$ cat config.mk
export PLATFORM = sky130hd
export DESIGN_NAME = pressure_sample_conditioner_core_flat
export DESIGN_NICKNAME = d
export VERILOG_FILES = /design/src/design/psc_pkg.sv /design/src/design/psc_in_if.sv /design/src/design/psc_out_if.sv /design/src/design/psc_ctrl.sv /design/src/design/psc_datapath.sv /design/src/design/pressure_sample_conditioner_core.sv /design/src/flat_wrapper.sv
export SDC_FILE = /design/constraint.sdc
export NUM_CORES = 1
export LEC_CHECK = 0
export BUFFER_PORTS_ARGS = -buffer_cell sky130_fd_sc_hd__clkbuf_2
export CORE_AREA = 10 10 220 243
export CTS_CLUSTER_SIZE = 40
export DETAILED_ROUTE_END_ITERATION = 8
export DIE_AREA = 0 0 230 253
export HOLD_SLACK_MARGIN = 0.12
export SLEW_MARGIN = 40
export SYNTH_ARGS = -nofsm -noshare
export SYNTH_HDL_FRONTEND = slang
export SYNTH_SLANG_ARGS = --single-unit
export TNS_END_PERCENT = 20
$ cat constraint.sdc
create_clock -name clk -period 5.7 [get_ports clk]
set_input_delay 0.57 -clock clk [delete_from_list [all_inputs] [get_ports clk]]
set_output_delay 0.57 -clock clk [all_outputs]
set_load 0.01 [all_outputs]
$ cat src/design/psc_pkg.sv
`timescale 1ns / 1ps
`default_nettype none

package psc_pkg;

  // Field and accumulator widths
  localparam int RawW   = 24;
  localparam int PressW = 29;
  localparam int SumW   = 33;
  localparam int CntW   = 4;
  localparam int ErrW   = 8;
  localparam int StatW  = 2;

  // Divider: one quotient bit per cycle over the whole sum magnitude
  localparam int DivSteps = SumW;
  localparam int DivCntW  = $clog2(DivSteps);
  localparam logic [DivCntW-1:0] DivLast = DivCntW'(DivSteps - 1);

  // Calibration length and conversion constants
  localparam logic [CntW-1:0]          CalSamples    = CntW'(10);
  localparam logic signed [PressW-1:0] PressOffset   = PressW'(62914560);
  localparam logic [ErrW-1:0]          ErrMax        = {ErrW{1'b1}};
  localparam logic [ErrW-1:0]          ErrLimitReset = ErrW'(5);

  // Result status codes
  localparam logic [StatW-1:0] STAT_FRESH   = 2'd0;
  localparam logic [StatW-1:0] STAT_HELD    = 2'd1;
  localparam logic [StatW-1:0] STAT_INVALID = 2'd2;

  typedef enum logic [1:0] {
    ST_IDLE,
    ST_EVAL,
    ST_DIV,
    ST_PUSH
  } state_t;

  typedef struct packed {
    logic            req_type;
    logic            trigger_ok;
    logic            read_ok;
    logic [7:0]      byte_high;
    logic [7:0]      byte_mid;
    logic [7:0]      byte_low;
  } in_item_t;

  typedef struct packed {
    logic signed [PressW-1:0] pressure;
    logic [StatW-1:0]         status;
    logic                     sensor_valid;
    logic                     cal_done;
    logic                     cal_failed;
    logic [CntW-1:0]          cal_valid_count;
  } out_item_t;

  typedef struct packed {
    logic load;
    logic eval;
    logic div_step;
    logic push;
  } ctl_cmd_t;

  typedef struct packed {
    logic div_need;
    logic div_last;
    logic slot_free;
  } ctl_sts_t;

endpackage

`default_nettype wire

$ cat src/design/psc_in_if.sv
`timescale 1ns / 1ps
`default_nettype none

interface psc_in_if;
  logic       valid;
  logic       ready;
  logic       req_type;
  logic       trigger_ok;
  logic       read_ok;
  logic [7:0] byte_high;
  logic [7:0] byte_mid;
  logic [7:0] byte_low;

  modport source (output valid, output req_type, output trigger_ok, output read_ok,
                  output byte_high, output byte_mid, output byte_low, input ready);
  modport sink (input valid, input req_type, input trigger_ok, input read_ok,
                input byte_high, input byte_mid, input byte_low, output ready);
endinterface

`default_nettype wire

$ cat src/design/psc_out_if.sv
`timescale 1ns / 1ps
`default_nettype none

interface psc_out_if;
  logic                             valid;
  logic                             ready;
  logic signed [psc_pkg::PressW-1:0] pressure;
  logic [psc_pkg::StatW-1:0]        status;
  logic                             sensor_valid;
  logic                             cal_done;
  logic                             cal_failed;
  logic [psc_pkg::CntW-1:0]         cal_valid_count;

  modport source (output valid, output pressure, output status, output sensor_valid,
                  output cal_done, output cal_failed, output cal_valid_count, input ready);
  modport sink (input valid, input pressure, input status, input sensor_valid,
                input cal_done, input cal_failed, input cal_valid_count, output ready);
endinterface

`default_nettype wire

$ cat src/design/psc_ctrl.sv
`timescale 1ns / 1ps
`default_nettype none

module psc_ctrl (
  input  wire logic              clk,
  input  wire logic              rst,
  input  wire logic              in_valid,
  output logic                   in_ready,
  input  wire psc_pkg::ctl_sts_t sts,
  output psc_pkg::ctl_cmd_t      cmd
);

  psc_pkg::state_t state, state_next;

  // Advance the sequencer
  always_ff @(posedge clk) begin
    if (rst) begin
      state <= psc_pkg::ST_IDLE;
    end else begin
      state <= state_next;
    end
  end

  // Next state
  always_comb begin
    state_next = state;
    unique case (state)
      psc_pkg::ST_IDLE: begin
        if (in_valid) state_next = psc_pkg::ST_EVAL;
      end
      psc_pkg::ST_EVAL: begin
        state_next = sts.div_need ? psc_pkg::ST_DIV : psc_pkg::ST_PUSH;
      end
      psc_pkg::ST_DIV: begin
        if (sts.div_last) state_next = psc_pkg::ST_PUSH;
      end
      psc_pkg::ST_PUSH: begin
        if (sts.slot_free) state_next = psc_pkg::ST_IDLE;
      end
      default: state_next = psc_pkg::ST_IDLE;
    endcase
  end

  // Commands to the datapath
  always_comb begin
    in_ready     = 1'b0;
    cmd          = '0;
    unique case (state)
      psc_pkg::ST_IDLE: begin
        in_ready = 1'b1;
        cmd.load = in_valid;
      end
      psc_pkg::ST_EVAL: cmd.eval     = 1'b1;
      psc_pkg::ST_DIV:  cmd.div_step = 1'b1;
      psc_pkg::ST_PUSH: cmd.push     = sts.slot_free;
      default: cmd = '0;
    endcase
  end

endmodule

`default_nettype wire

$ cat src/design/psc_datapath.sv
`timescale 1ns / 1ps
`default_nettype none

module psc_datapath (
  input  wire logic                      clk,
  input  wire logic                      rst,
  input  wire logic                      cfg_we,
  input  wire logic [psc_pkg::ErrW-1:0]  cfg_wdata,
  input  wire psc_pkg::in_item_t         in_item,
  input  wire psc_pkg::ctl_cmd_t         cmd,
  output psc_pkg::ctl_sts_t              sts,
  output psc_pkg::out_item_t             out_item,
  output logic                           out_valid,
  input  wire logic                      out_ready
);

  localparam int PressW = psc_pkg::PressW;
  localparam int SumW   = psc_pkg::SumW;
  localparam int CntW   = psc_pkg::CntW;
  localparam int ErrW   = psc_pkg::ErrW;
  localparam int RawW   = psc_pkg::RawW;

  // Configuration and persistent state
  logic [ErrW-1:0]          error_limit;
  logic signed [PressW-1:0] zero_offset;
  logic signed [PressW-1:0] last_good;
  logic [ErrW-1:0]          err_count;
  logic signed [SumW-1:0]   cal_sum;
  logic [CntW-1:0]          cal_valid;
  logic [CntW-1:0]          cal_attempts;

  // Item and result holding
  psc_pkg::in_item_t        in_q;
  psc_pkg::out_item_t       res_q;
  psc_pkg::out_item_t       res_next;

  // Divider registers
  logic [SumW-1:0]                div_quo;
  logic [CntW-1:0]                div_rem;
  logic [CntW-1:0]                div_den;
  logic                           div_neg;
  logic [psc_pkg::DivCntW-1:0]    div_cnt;

  // Evaluation signals
  logic [RawW-1:0]          raw;
  logic signed [PressW-1:0] raw_ext;
  logic signed [PressW-1:0] p_abs;
  logic signed [PressW-1:0] p_corr;
  logic                     ok;
  logic                     is_cal;
  logic [ErrW-1:0]          err_inc;
  logic [ErrW-1:0]          err_new;
  logic signed [SumW-1:0]   sum_new;
  logic [SumW-1:0]          sum_mag;
  logic [CntW-1:0]          valid_new;
  logic [CntW-1:0]          att_new;
  logic                     cal_end;
  logic                     div_need;

  // Divider step signals
  logic [CntW:0]            rem_sh;
  logic [CntW:0]            rem_diff;
  logic                     rem_ge;
  logic [CntW-1:0]          rem_nx;
  logic [SumW-1:0]          quo_nx;
  logic [SumW-1:0]          quo_signed;

  // Convert the code: 15*raw is 16*raw - raw
  always_comb begin
    raw     = {in_q.byte_high, in_q.byte_mid, in_q.byte_low};
    raw_ext = {{(PressW-RawW){raw[RawW-1]}}, raw};
    p_abs   = {raw_ext[PressW-5:0], 4'b0000} - raw_ext - psc_pkg::PressOffset;
    p_corr  = p_abs - zero_offset;
  end

  // Work out state updates and the result for the held item
  always_comb begin
    is_cal    = in_q.req_type;
    ok        = in_q.trigger_ok & in_q.read_ok;
    err_inc   = (err_count == psc_pkg::ErrMax) ? err_count : err_count + ErrW'(1);
    err_new   = is_cal ? err_count : (ok ? '0 : err_inc);
    sum_new   = ok ? cal_sum + {{(SumW-PressW){p_abs[PressW-1]}}, p_abs} : cal_sum;
    sum_mag   = sum_new[SumW-1] ? (~sum_new + SumW'(1)) : sum_new;
    valid_new = ok ? cal_valid + CntW'(1) : cal_valid;
    att_new   = cal_attempts + CntW'(1);
    cal_end   = is_cal && (att_new >= psc_pkg::CalSamples);
    div_need  = cal_end && (valid_new != '0);

    res_next                 = '0;
    res_next.status          = psc_pkg::STAT_FRESH;
    res_next.sensor_valid    = err_new < error_limit;
    res_next.cal_done        = div_need;
    res_next.cal_failed      = cal_end && (valid_new == '0);
    res_next.cal_valid_count = is_cal ? valid_new : cal_valid;
    if (!is_cal) begin
      if (ok) begin
        res_next.pressure = p_corr;
      end else if (err_inc >= error_limit) begin
        res_next.status   = psc_pkg::STAT_INVALID;
      end else begin
        res_next.status   = psc_pkg::STAT_HELD;
        res_next.pressure = last_good;
      end
    end
  end

  // One restoring divide step on the sum magnitude
  always_comb begin
    rem_sh     = {div_rem, div_quo[SumW-1]};
    rem_ge     = rem_sh >= {1'b0, div_den};
    rem_diff   = rem_sh - {1'b0, div_den};
    rem_nx     = rem_ge ? rem_diff[CntW-1:0] : rem_sh[CntW-1:0];
    quo_nx     = {div_quo[SumW-2:0], rem_ge};
    quo_signed = div_neg ? (~quo_nx + SumW'(1)) : quo_nx;
  end

  // Status to the controller
  always_comb begin
    sts.div_need  = div_need;
    sts.div_last  = div_cnt == psc_pkg::DivLast;
    sts.slot_free = !out_valid || out_ready;
  end

  // Hold configuration, tracking state and the output valid flag
  always_ff @(posedge clk) begin
    if (rst) begin
      error_limit  <= psc_pkg::ErrLimitReset;
      zero_offset  <= '0;
      last_good    <= '0;
      err_count    <= '0;
      cal_sum      <= '0;
      cal_valid    <= '0;
      cal_attempts <= '0;
      out_valid    <= 1'b0;
    end else begin
      if (cfg_we) error_limit <= cfg_wdata;
      if (cmd.eval) begin
        err_count <= err_new;
        if (!is_cal && ok) last_good <= p_corr;
        if (is_cal) begin
          if (cal_end) begin
            cal_sum      <= '0;
            cal_valid    <= '0;
            cal_attempts <= '0;
          end else begin
            cal_sum      <= sum_new;
            cal_valid    <= valid_new;
            cal_attempts <= att_new;
          end
        end
      end
      if (cmd.div_step && sts.div_last) zero_offset <= quo_signed[PressW-1:0];
      if (cmd.push) begin
        out_valid <= 1'b1;
      end else if (out_ready) begin
        out_valid <= 1'b0;
      end
    end
  end

  // Capture payload: input item, result, divider and output register
  always_ff @(posedge clk) begin
    if (cmd.load) in_q <= in_item;
    if (cmd.eval) begin
      res_q   <= res_next;
      div_quo <= sum_mag;
      div_rem <= '0;
      div_den <= valid_new;
      div_neg <= sum_new[SumW-1];
      div_cnt <= '0;
    end
    if (cmd.div_step) begin
      div_quo <= quo_nx;
      div_rem <= rem_nx;
      div_cnt <= div_cnt + psc_pkg::DivCntW'(1);
    end
    if (cmd.push) out_item <= res_q;
  end

endmodule

`default_nettype wire

$ cat src/design/pressure_sample_conditioner_core.sv
// Channel   Dir  Handshake      Payload
// in_ch     in   valid/ready    req_type, trigger_ok, read_ok, byte_high, byte_mid, byte_low
// out_ch    out  valid/ready    pressure, status, sensor_valid, cal_done, cal_failed,
//                               cal_valid_count
// cfg       in   cfg_we         cfg_wdata -> error_limit
//
// A transaction is accepted in the idle state; its result is registered in the evaluate state
// and moves to the output register in the push state; the next transaction is taken once the
// block is back in the idle state.
// A calibration transaction that closes a run with valid samples also passes through the
// one-bit-per-cycle divider that computes the new zero offset before the push state.
// Reset (rst, synchronous) sets error_limit to 5 and clears offset, counters and sums.
// A stalled output holds the result; one more transaction may be processed meanwhile.
`timescale 1ns / 1ps
`default_nettype none

module pressure_sample_conditioner_core (
  input  wire logic                     clk,
  input  wire logic                     rst,
  input  wire logic                     cfg_we,
  input  wire logic [psc_pkg::ErrW-1:0] cfg_wdata,
  psc_in_if.sink                        in_ch,
  psc_out_if.source                     out_ch
);

  psc_pkg::in_item_t  in_item;
  psc_pkg::out_item_t out_item;
  psc_pkg::ctl_cmd_t  cmd;
  psc_pkg::ctl_sts_t  sts;
  logic               in_ready;
  logic               out_valid;

  // Pack the input transaction
  always_comb begin
    in_item.req_type   = in_ch.req_type;
    in_item.trigger_ok = in_ch.trigger_ok;
    in_item.read_ok    = in_ch.read_ok;
    in_item.byte_high  = in_ch.byte_high;
    in_item.byte_mid   = in_ch.byte_mid;
    in_item.byte_low   = in_ch.byte_low;
  end

  assign in_ch.ready = in_ready;

  // Unpack the output transaction
  assign out_ch.valid           = out_valid;
  assign out_ch.pressure        = out_item.pressure;
  assign out_ch.status          = out_item.status;
  assign out_ch.sensor_valid    = out_item.sensor_valid;
  assign out_ch.cal_done        = out_item.cal_done;
  assign out_ch.cal_failed      = out_item.cal_failed;
  assign out_ch.cal_valid_count = out_item.cal_valid_count;

  psc_ctrl u_ctrl (
    .clk      (clk),
    .rst      (rst),
    .in_valid (in_ch.valid),
    .in_ready (in_ready),
    .sts      (sts),
    .cmd      (cmd)
  );

  psc_datapath u_datapath (
    .clk       (clk),
    .rst       (rst),
    .cfg_we    (cfg_we),
    .cfg_wdata (cfg_wdata),
    .in_item   (in_item),
    .cmd       (cmd),
    .sts       (sts),
    .out_item  (out_item),
    .out_valid (out_valid),
    .out_ready (out_ch.ready)
  );

endmodule

`default_nettype wire

$ cat src/flat_wrapper.sv
// flat-port wrapper written by rule: the top's interface ports become plain ports
module pressure_sample_conditioner_core_flat 
  (clk, rst, cfg_we, cfg_wdata, in_ch_valid, in_ch_req_type, in_ch_trigger_ok, in_ch_read_ok, in_ch_byte_high, in_ch_byte_mid, in_ch_byte_low, in_ch_ready, out_ch_valid, out_ch_pressure, out_ch_status, out_ch_sensor_valid, out_ch_cal_done, out_ch_cal_failed, out_ch_cal_valid_count, out_ch_ready);
  psc_in_if in_ch_i ();
  psc_out_if out_ch_i ();
  input  wire logic clk;
  input  wire logic rst;
  input  wire logic cfg_we;
  input  wire logic [psc_pkg::ErrW-1:0] cfg_wdata;
  input wire logic [$bits(in_ch_i.valid)-1:0] in_ch_valid;
  input wire logic [$bits(in_ch_i.req_type)-1:0] in_ch_req_type;
  input wire logic [$bits(in_ch_i.trigger_ok)-1:0] in_ch_trigger_ok;
  input wire logic [$bits(in_ch_i.read_ok)-1:0] in_ch_read_ok;
  input wire logic [$bits(in_ch_i.byte_high)-1:0] in_ch_byte_high;
  input wire logic [$bits(in_ch_i.byte_mid)-1:0] in_ch_byte_mid;
  input wire logic [$bits(in_ch_i.byte_low)-1:0] in_ch_byte_low;
  output wire logic [$bits(in_ch_i.ready)-1:0] in_ch_ready;
  output wire logic [$bits(out_ch_i.valid)-1:0] out_ch_valid;
  output wire logic [$bits(out_ch_i.pressure)-1:0] out_ch_pressure;
  output wire logic [$bits(out_ch_i.status)-1:0] out_ch_status;
  output wire logic [$bits(out_ch_i.sensor_valid)-1:0] out_ch_sensor_valid;
  output wire logic [$bits(out_ch_i.cal_done)-1:0] out_ch_cal_done;
  output wire logic [$bits(out_ch_i.cal_failed)-1:0] out_ch_cal_failed;
  output wire logic [$bits(out_ch_i.cal_valid_count)-1:0] out_ch_cal_valid_count;
  input wire logic [$bits(out_ch_i.ready)-1:0] out_ch_ready;
  assign in_ch_i.valid = in_ch_valid;
  assign in_ch_i.req_type = in_ch_req_type;
  assign in_ch_i.trigger_ok = in_ch_trigger_ok;
  assign in_ch_i.read_ok = in_ch_read_ok;
  assign in_ch_i.byte_high = in_ch_byte_high;
  assign in_ch_i.byte_mid = in_ch_byte_mid;
  assign in_ch_i.byte_low = in_ch_byte_low;
  assign in_ch_ready = in_ch_i.ready;
  assign out_ch_valid = out_ch_i.valid;
  assign out_ch_pressure = out_ch_i.pressure;
  assign out_ch_status = out_ch_i.status;
  assign out_ch_sensor_valid = out_ch_i.sensor_valid;
  assign out_ch_cal_done = out_ch_i.cal_done;
  assign out_ch_cal_failed = out_ch_i.cal_failed;
  assign out_ch_cal_valid_count = out_ch_i.cal_valid_count;
  assign out_ch_i.ready = out_ch_ready;
  pressure_sample_conditioner_core u_core (.clk(clk), .rst(rst), .cfg_we(cfg_we), .cfg_wdata(cfg_wdata), .in_ch(in_ch_i), .out_ch(out_ch_i));
endmodule
Yosys cells after proc, flatten, opt, wreduce, memory -nomap -nowiden
Cells that the tools add are included.
- register bits after elaboration: 269
- output and inout bits: 40
- word-level logic and storage cells: 108
- add/subtract/negate cells: 11
- magnitude comparators: 4
- equality and inequality tests: 8
- mux-type cells: 33
- bitwise logic cells: 3
- reduce and logical (&&, ||, !) cells: 17
- operators by type and width (kind ; number):
    2-to-1 mux 33 bit ; 5
    2-to-1 mux 29 bit ; 3
    adder 33 x 2 -> 33 bit (second input constant) ; 1
    adder 33 bit ; 1
    inverter 33 bit ; 1
    adder 29 x 1 -> 29 bit (second input constant) ; 1
    inverter 29 bit ; 1
    subtractor 28 x 24 -> 29 bit ; 1
    subtractor 29 x 26 -> 29 bit (second input constant) ; 1
    subtractor 29 bit ; 1
    2-to-1 mux 4 bit ; 7
    2-to-1 mux 8 bit ; 3
    2-to-1 mux 6 bit ; 2
    adder 4 x 1 -> 4 bit (second input constant) ; 2
    adder 8 x 1 -> 8 bit (second input constant) ; 1
    == test 8 bit (second input constant) ; 1
    greater-or-equal comparator 8 bit ; 1
    < comparator 8 bit ; 1
    2-to-1 mux 1 bit ; 8
    2-to-1 mux 2 bit ; 4
    one-hot mux 2 bit (4 select lines) ; 1
    adder 6 x 1 -> 6 bit (second input constant) ; 1
    == test 6 bit (second input constant) ; 1
    != test 2 bit (second input constant) ; 3
    other kinds (16) ; 24

Logic depth before layout (Yosys ltp)
- depth in word-level cells: 9
- depth in mapped cells: 30
- gate-level depth less buffers: 27

Modules after synthesis
Synthesis repeated with hierarchy kept, for this count alone.
- cells, all modules: 1892
- area, all modules: 17456.7 um2
- by module, submodules not included (module ; times used ; cells each ; area an instance (um2) ; sequential area each (um2)):
    psc_datapath ; 1 ; 1867 ; 17237.8 ; 6856.6
    psc_ctrl ; 1 ; 25 ; 219.0 ; 40.0

Worst setup path after synthesis
OpenSTA, ideal clock, no wires.
- path type: register -> register
- from: reg u_core.u_datapath.in_q[1] in the netlist's numbering
- to: reg u_core.u_datapath.div_quo[28] (data pin)
- setup time: 0.258 ns
- data arrival time: 5.514 ns
- required time: 5.442 ns
- setup slack: -0.072 ns
- cell stages (with the launch flop): 28
- path buffers: 2
- path through: edfxtp_1 -> ha_1 -> ha_1 -> and4b_1 -> o21ai_0 -> nand2b_1 -> a21oi_1 -> o311ai_0 -> nand3_1 -> a41oi_1 -> a221o_1 -> a21o_1 -> a21oi_1 -> xnor2_1 -> ha_1 -> clkbuf_1 -> nand4_1 -> nor3_1 -> o21ai_0 -> a211oi_1 -> o21ai_1 -> a21oi_1 -> nor4_2 -> o31ai_2 -> nand2_1 -> buf_2 -> a2111o_1 -> o221a_2
- longest elaborated chain between the ends: 9
- ends and longest elaborated chain (what ; line ; source):
    start, declared ; psc_datapath.sv:33 ; psc_pkg::in_item_t in_q;
    start signal, assigned ; psc_datapath.sv:163 ; if (cmd.load) in_q <= in_item;
    subtractor 28 x 24 -> 29 bit * ; psc_datapath.sv:72 ; p_abs = {raw_ext[PressW-5:0], 4'b0000} - raw_ext - psc_pkg::PressOffset;
    subtractor 29 x 26 -> 29 bit * ; psc_datapath.sv:72 ;
    adder 33 bit * ; psc_datapath.sv:82 ; sum_new = ok ? cal_sum + {{(SumW-PressW){p_abs[PressW-1]}}, p_abs} : cal_sum;
    2-to-1 mux 33 bit * ; psc_datapath.sv:82 ;
    inverter 33 bit ; psc_datapath.sv:83 ; sum_mag = sum_new[SumW-1] ? (~sum_new + SumW'(1)) : sum_new;
    adder 33 x 2 -> 33 bit ; psc_datapath.sv:83 ;
    2-to-1 mux 33 bit * ; psc_datapath.sv:83 ;
    2-to-1 mux 33 bit * ; psc_datapath.sv:164 ; if (cmd.eval) begin
    2-to-1 mux 33 bit * ; psc_datapath.sv:172 ; if (cmd.div_step) begin
    end signal, assigned ; psc_datapath.sv:166 ; div_quo <= sum_mag;
    end signal, assigned ; psc_datapath.sv:173 ; div_quo <= quo_nx;
    end, declared ; psc_datapath.sv:38 ; logic [SumW-1:0] div_quo;
Mark *: on every way between the ends. The rest lies on a longest branch, timed or not. The select of a mux whose other input is x is not followed.
A chain may end at the register's enable or synchronous reset.

Worst setup path in the final report
- from: reg u_core.u_datapath.in_q[1] in the netlist's numbering
- to: reg u_core.u_datapath.div_quo[14] (data pin)
Same word-level chain as after synthesis.

==> summary.md <==
| Metric | Value |
|---|---|
| Status | `complete, but fails checks` |
| Failing checks | `setup timing` |
| Main synth FF type | `edfxtp_1` |
| Worst Tran Pin Value | `0.809 ns` |
| Sink Count | `269` |
| Root Buffer | `clkbuf_16` |
| Final hold slack | `0.169 ns` |
| Fill cells | `4700` |
| Worst reg2reg path depth | `27` |
| Cell mode on critical path | `a21oi_2` |
| # rows | `85` |
| Multi-input combinational cell area | `10200 um2` |
| Register area | `6900 um2` |
| CP startpoint kind | `register` |
| Slowest stage delay, CP | `0.43 ns` |
| Pin count of the biggest net entering global routing | `72` |
| Commonest non-fill, non-tap cell in the layout | `buf_4` |
| # IOs | `80` |
| Remaining antenna violation count after routing | `0` |
| Setup_tns | `-0.0162 ns` |
| RSZ-0062 raised after global routing | `yes` |
| Critical path's slowest cell | `edfxtp_1` |
| Fin. max-slew vios | `0` |
| Power Dens Cells | `633 nW/um2` |
| Pleak | `0.00870 uW` |
| Critical path capture point type | `register` |
| Detailed Place HPWL | `34800 um` |
| Hold Buf Count CTS | `0` |
| H-tree Lvls | `1` |
| Maximum clock rate | `0.175 GHz` |
| Setup violators final | `1` |
| Max-Cap Viols | `0` |
| Clock slew at reported path FFs | `0.06 ns` |
| DR pass1 iterations | `6` |
| Yosys synthesis warning count | `0` |
| Worst hold path depth | `1` |
| Via density | `5.20` |
| Worst Skew | `0.0133 ns` |
| Die area | `58200 um2` |
| Post-route setup slack | `-0.0162 ns` |
| Leading cell types in the layout, fill and taps excluded | `buf_4 (227), nor2_1 (207), nand2_1 (171), edfxtp_1 (151), a21oi_1 (126)` |
| Vias in the first global route | `14130` |
| Cts bufs inserted | `31` |
| Final Power | `13700 uW` |
| Skew-Pair Late Insertion Delay | `0.58 ns` |
| Slew HR | `46.0%` |
| Antenna violations before repair | `0` |
| Post-layout min period | `5.72 ns` |
| Post-synth EDFFs | `151` |
| CTS tree | `done` |
| I/O Buffers | `79` |
| DRC Markers | `0` |
| ANT cells | `0` |
| GRT overflow | `0` |
| Ys async rst share | `0%` |
| WP data arrival | `6.01 ns` |
| DP Worst Slack | `-0.524 ns` |
| Crit-path leading delay family | `compound AO/OA/AOI/OAI gates` |
| Seq cells post-synth | `269` |
| Initial Util | `35.5%` |
| Syn_nets | `2076` |
| Post-synthesis sequential area ratio | `40.1%` |
| WL final | `45900 um` |
| Tcrit/Tclk final | `100%` |
| DR vias | `14798` |
| Share of layout cells above drive strength 1 | `22.4%` |
| Crit Path Class | `reg -> reg` |
| CP max FO | `7` |
| Layout area overhead | `25.8%` |
| CTS Buffer Depth | `3` |
| Mapped Area | `17200 um2` |
| Die height | `253 um` |
| Critical Path Start | `u_core.u_datapath.in_q[1]` |
| Synth Instances | `1893` |
| GP Congestion | `0.905` |
| CP Buf/Inv Count | `5` |
| Worst reg2reg path startpoint | `u_core.u_datapath.in_q[1]` |
| Final hold vios | `0` |
| Distinct cells, synth | `85` |
| Maximum VDD drop | `332 uV` |
| Syn_area_per_cell | `9.08 um2` |
| Worst Path Required | `6.00 ns` |
| Total core area | `48500 um2` |
| Die width | `230 um` |
| First-pass GRT wire length | `72500 um` |
| WP depth | `27` |
| Hold crit path type | `in -> reg` |
| GRT Overall Usage | `15.0%` |
| DRT iter0 DRCs | `890` |
| Wire length per cell | `16.1 um` |
| Final net count | `2350` |
| Min-delay src | `in_ch_byte_low[5]` |
## routing by layer
layer	vias up	GRT usage (%)	routed length [um]	part of all wire [%]
li1	7437	-	-	-
met1	6947	19.3	20600	45
met2	337	25.4	21700	47
met3	77	2.00	2190	4.8
met4	0	5.28	1400	3.1
met5	-	0	0	0
## logic make-up after synthesis
group | share of synthesized area, %
DFF | 40.1
xor gates and xnor gates | 6.32
adders and majority gates | 10.5
muxes | 1.99
and+or+nand+nor | 17.4
buffers and inverters | 4.23
AOI/OAI and AO/OA | 19.4
## through the flow
step                      util (%)  area (um2)  instances
after floorplan                  -       17200       1893
after global placement        40.5       19700       2748
after detailed placement      40.6       19700       2751
after CTS                     43.5       21100       2829
after global routing          44.6       21600       2844
final                         44.6       21600       2844
## power by group
| group | switching (uW) | total (uW) | leakage [uW] | internal [uW] |
|---|---|---|---|---|
| registers | 300 | 3030 | 0.00238 | 2730 |
| clock network | 800 | 1950 | 0.000494 | 1150 |
| logic | 4810 | 8710 | 0.00583 | 3910 |
| total | 5910 | 13700 | 0.00870 | 7790 |
## what timing repair did
action / in CTS / in global routing
endpoints found under the setup margin: 35 / 41
pin swaps: 23 / 54
setup buffers: 20 / 15
gates cloned: 0 / 1
gates resized for setup: 54 / 67
## state kept, by name, summed over array words and instances, names as in the netlist, 2 cells and up
name and count:
u_core.u_ctrl.state 2, u_core.u_datapath.cal_attempts 4, u_core.u_datapath.cal_sum 33, u_core.u_datapath.cal_valid 4, u_core.u_datapath.div_cnt 6, u_core.u_datapath.div_den 4, u_core.u_datapath.div_quo 33, u_core.u_datapath.div_rem 4
u_core.u_datapath.err_count 8, u_core.u_datapath.error_limit 8, u_core.u_datapath.in_q 26, u_core.u_datapath.last_good 29, u_core.u_datapath.out_item 38, u_core.u_datapath.res_q 38, u_core.u_datapath.zero_offset 29
## cells in the mapped netlist, types with 50 or more instances
cell type	n	area share, %
nor2_1	211	4.6
clkbuf_1	69	1.5
edfxtp_1	151	26
nand2_1	174	3.8
a21oi_1	140	4.1
inv_1	113	2.5
xnor2_1	64	3.3
xor2_1	60	3.1
o21ai_0	89	2.6
nor3_1	50	1.5
dfxtp_1	118	14
ha_1	140	10
## final cells by class
| type | count | area share [%] |
|---|---|---|
| tap | 652 | 3.77 |
| sequential | 269 | 31.9 |
| clock buffer | 39 | 3.77 |
| inverter | 114 | 2.01 |
| clock inverter | 19 | 0.868 |
| multi-input combinational | 1432 | 47.1 |
| timing repair buffer | 319 | 10.6 |
## final timing paths
check / to / slack, ns
min: u_core.u_datapath.in_q[5] / 0.17
max reg2reg: u_core.u_datapath.div_quo[14] / -0.02
max: u_core.u_datapath.div_quo[14] / -0.02
min reg2reg: u_core.u_datapath.out_item[32] / 0.41
Power figures use the tool's default switching activity.
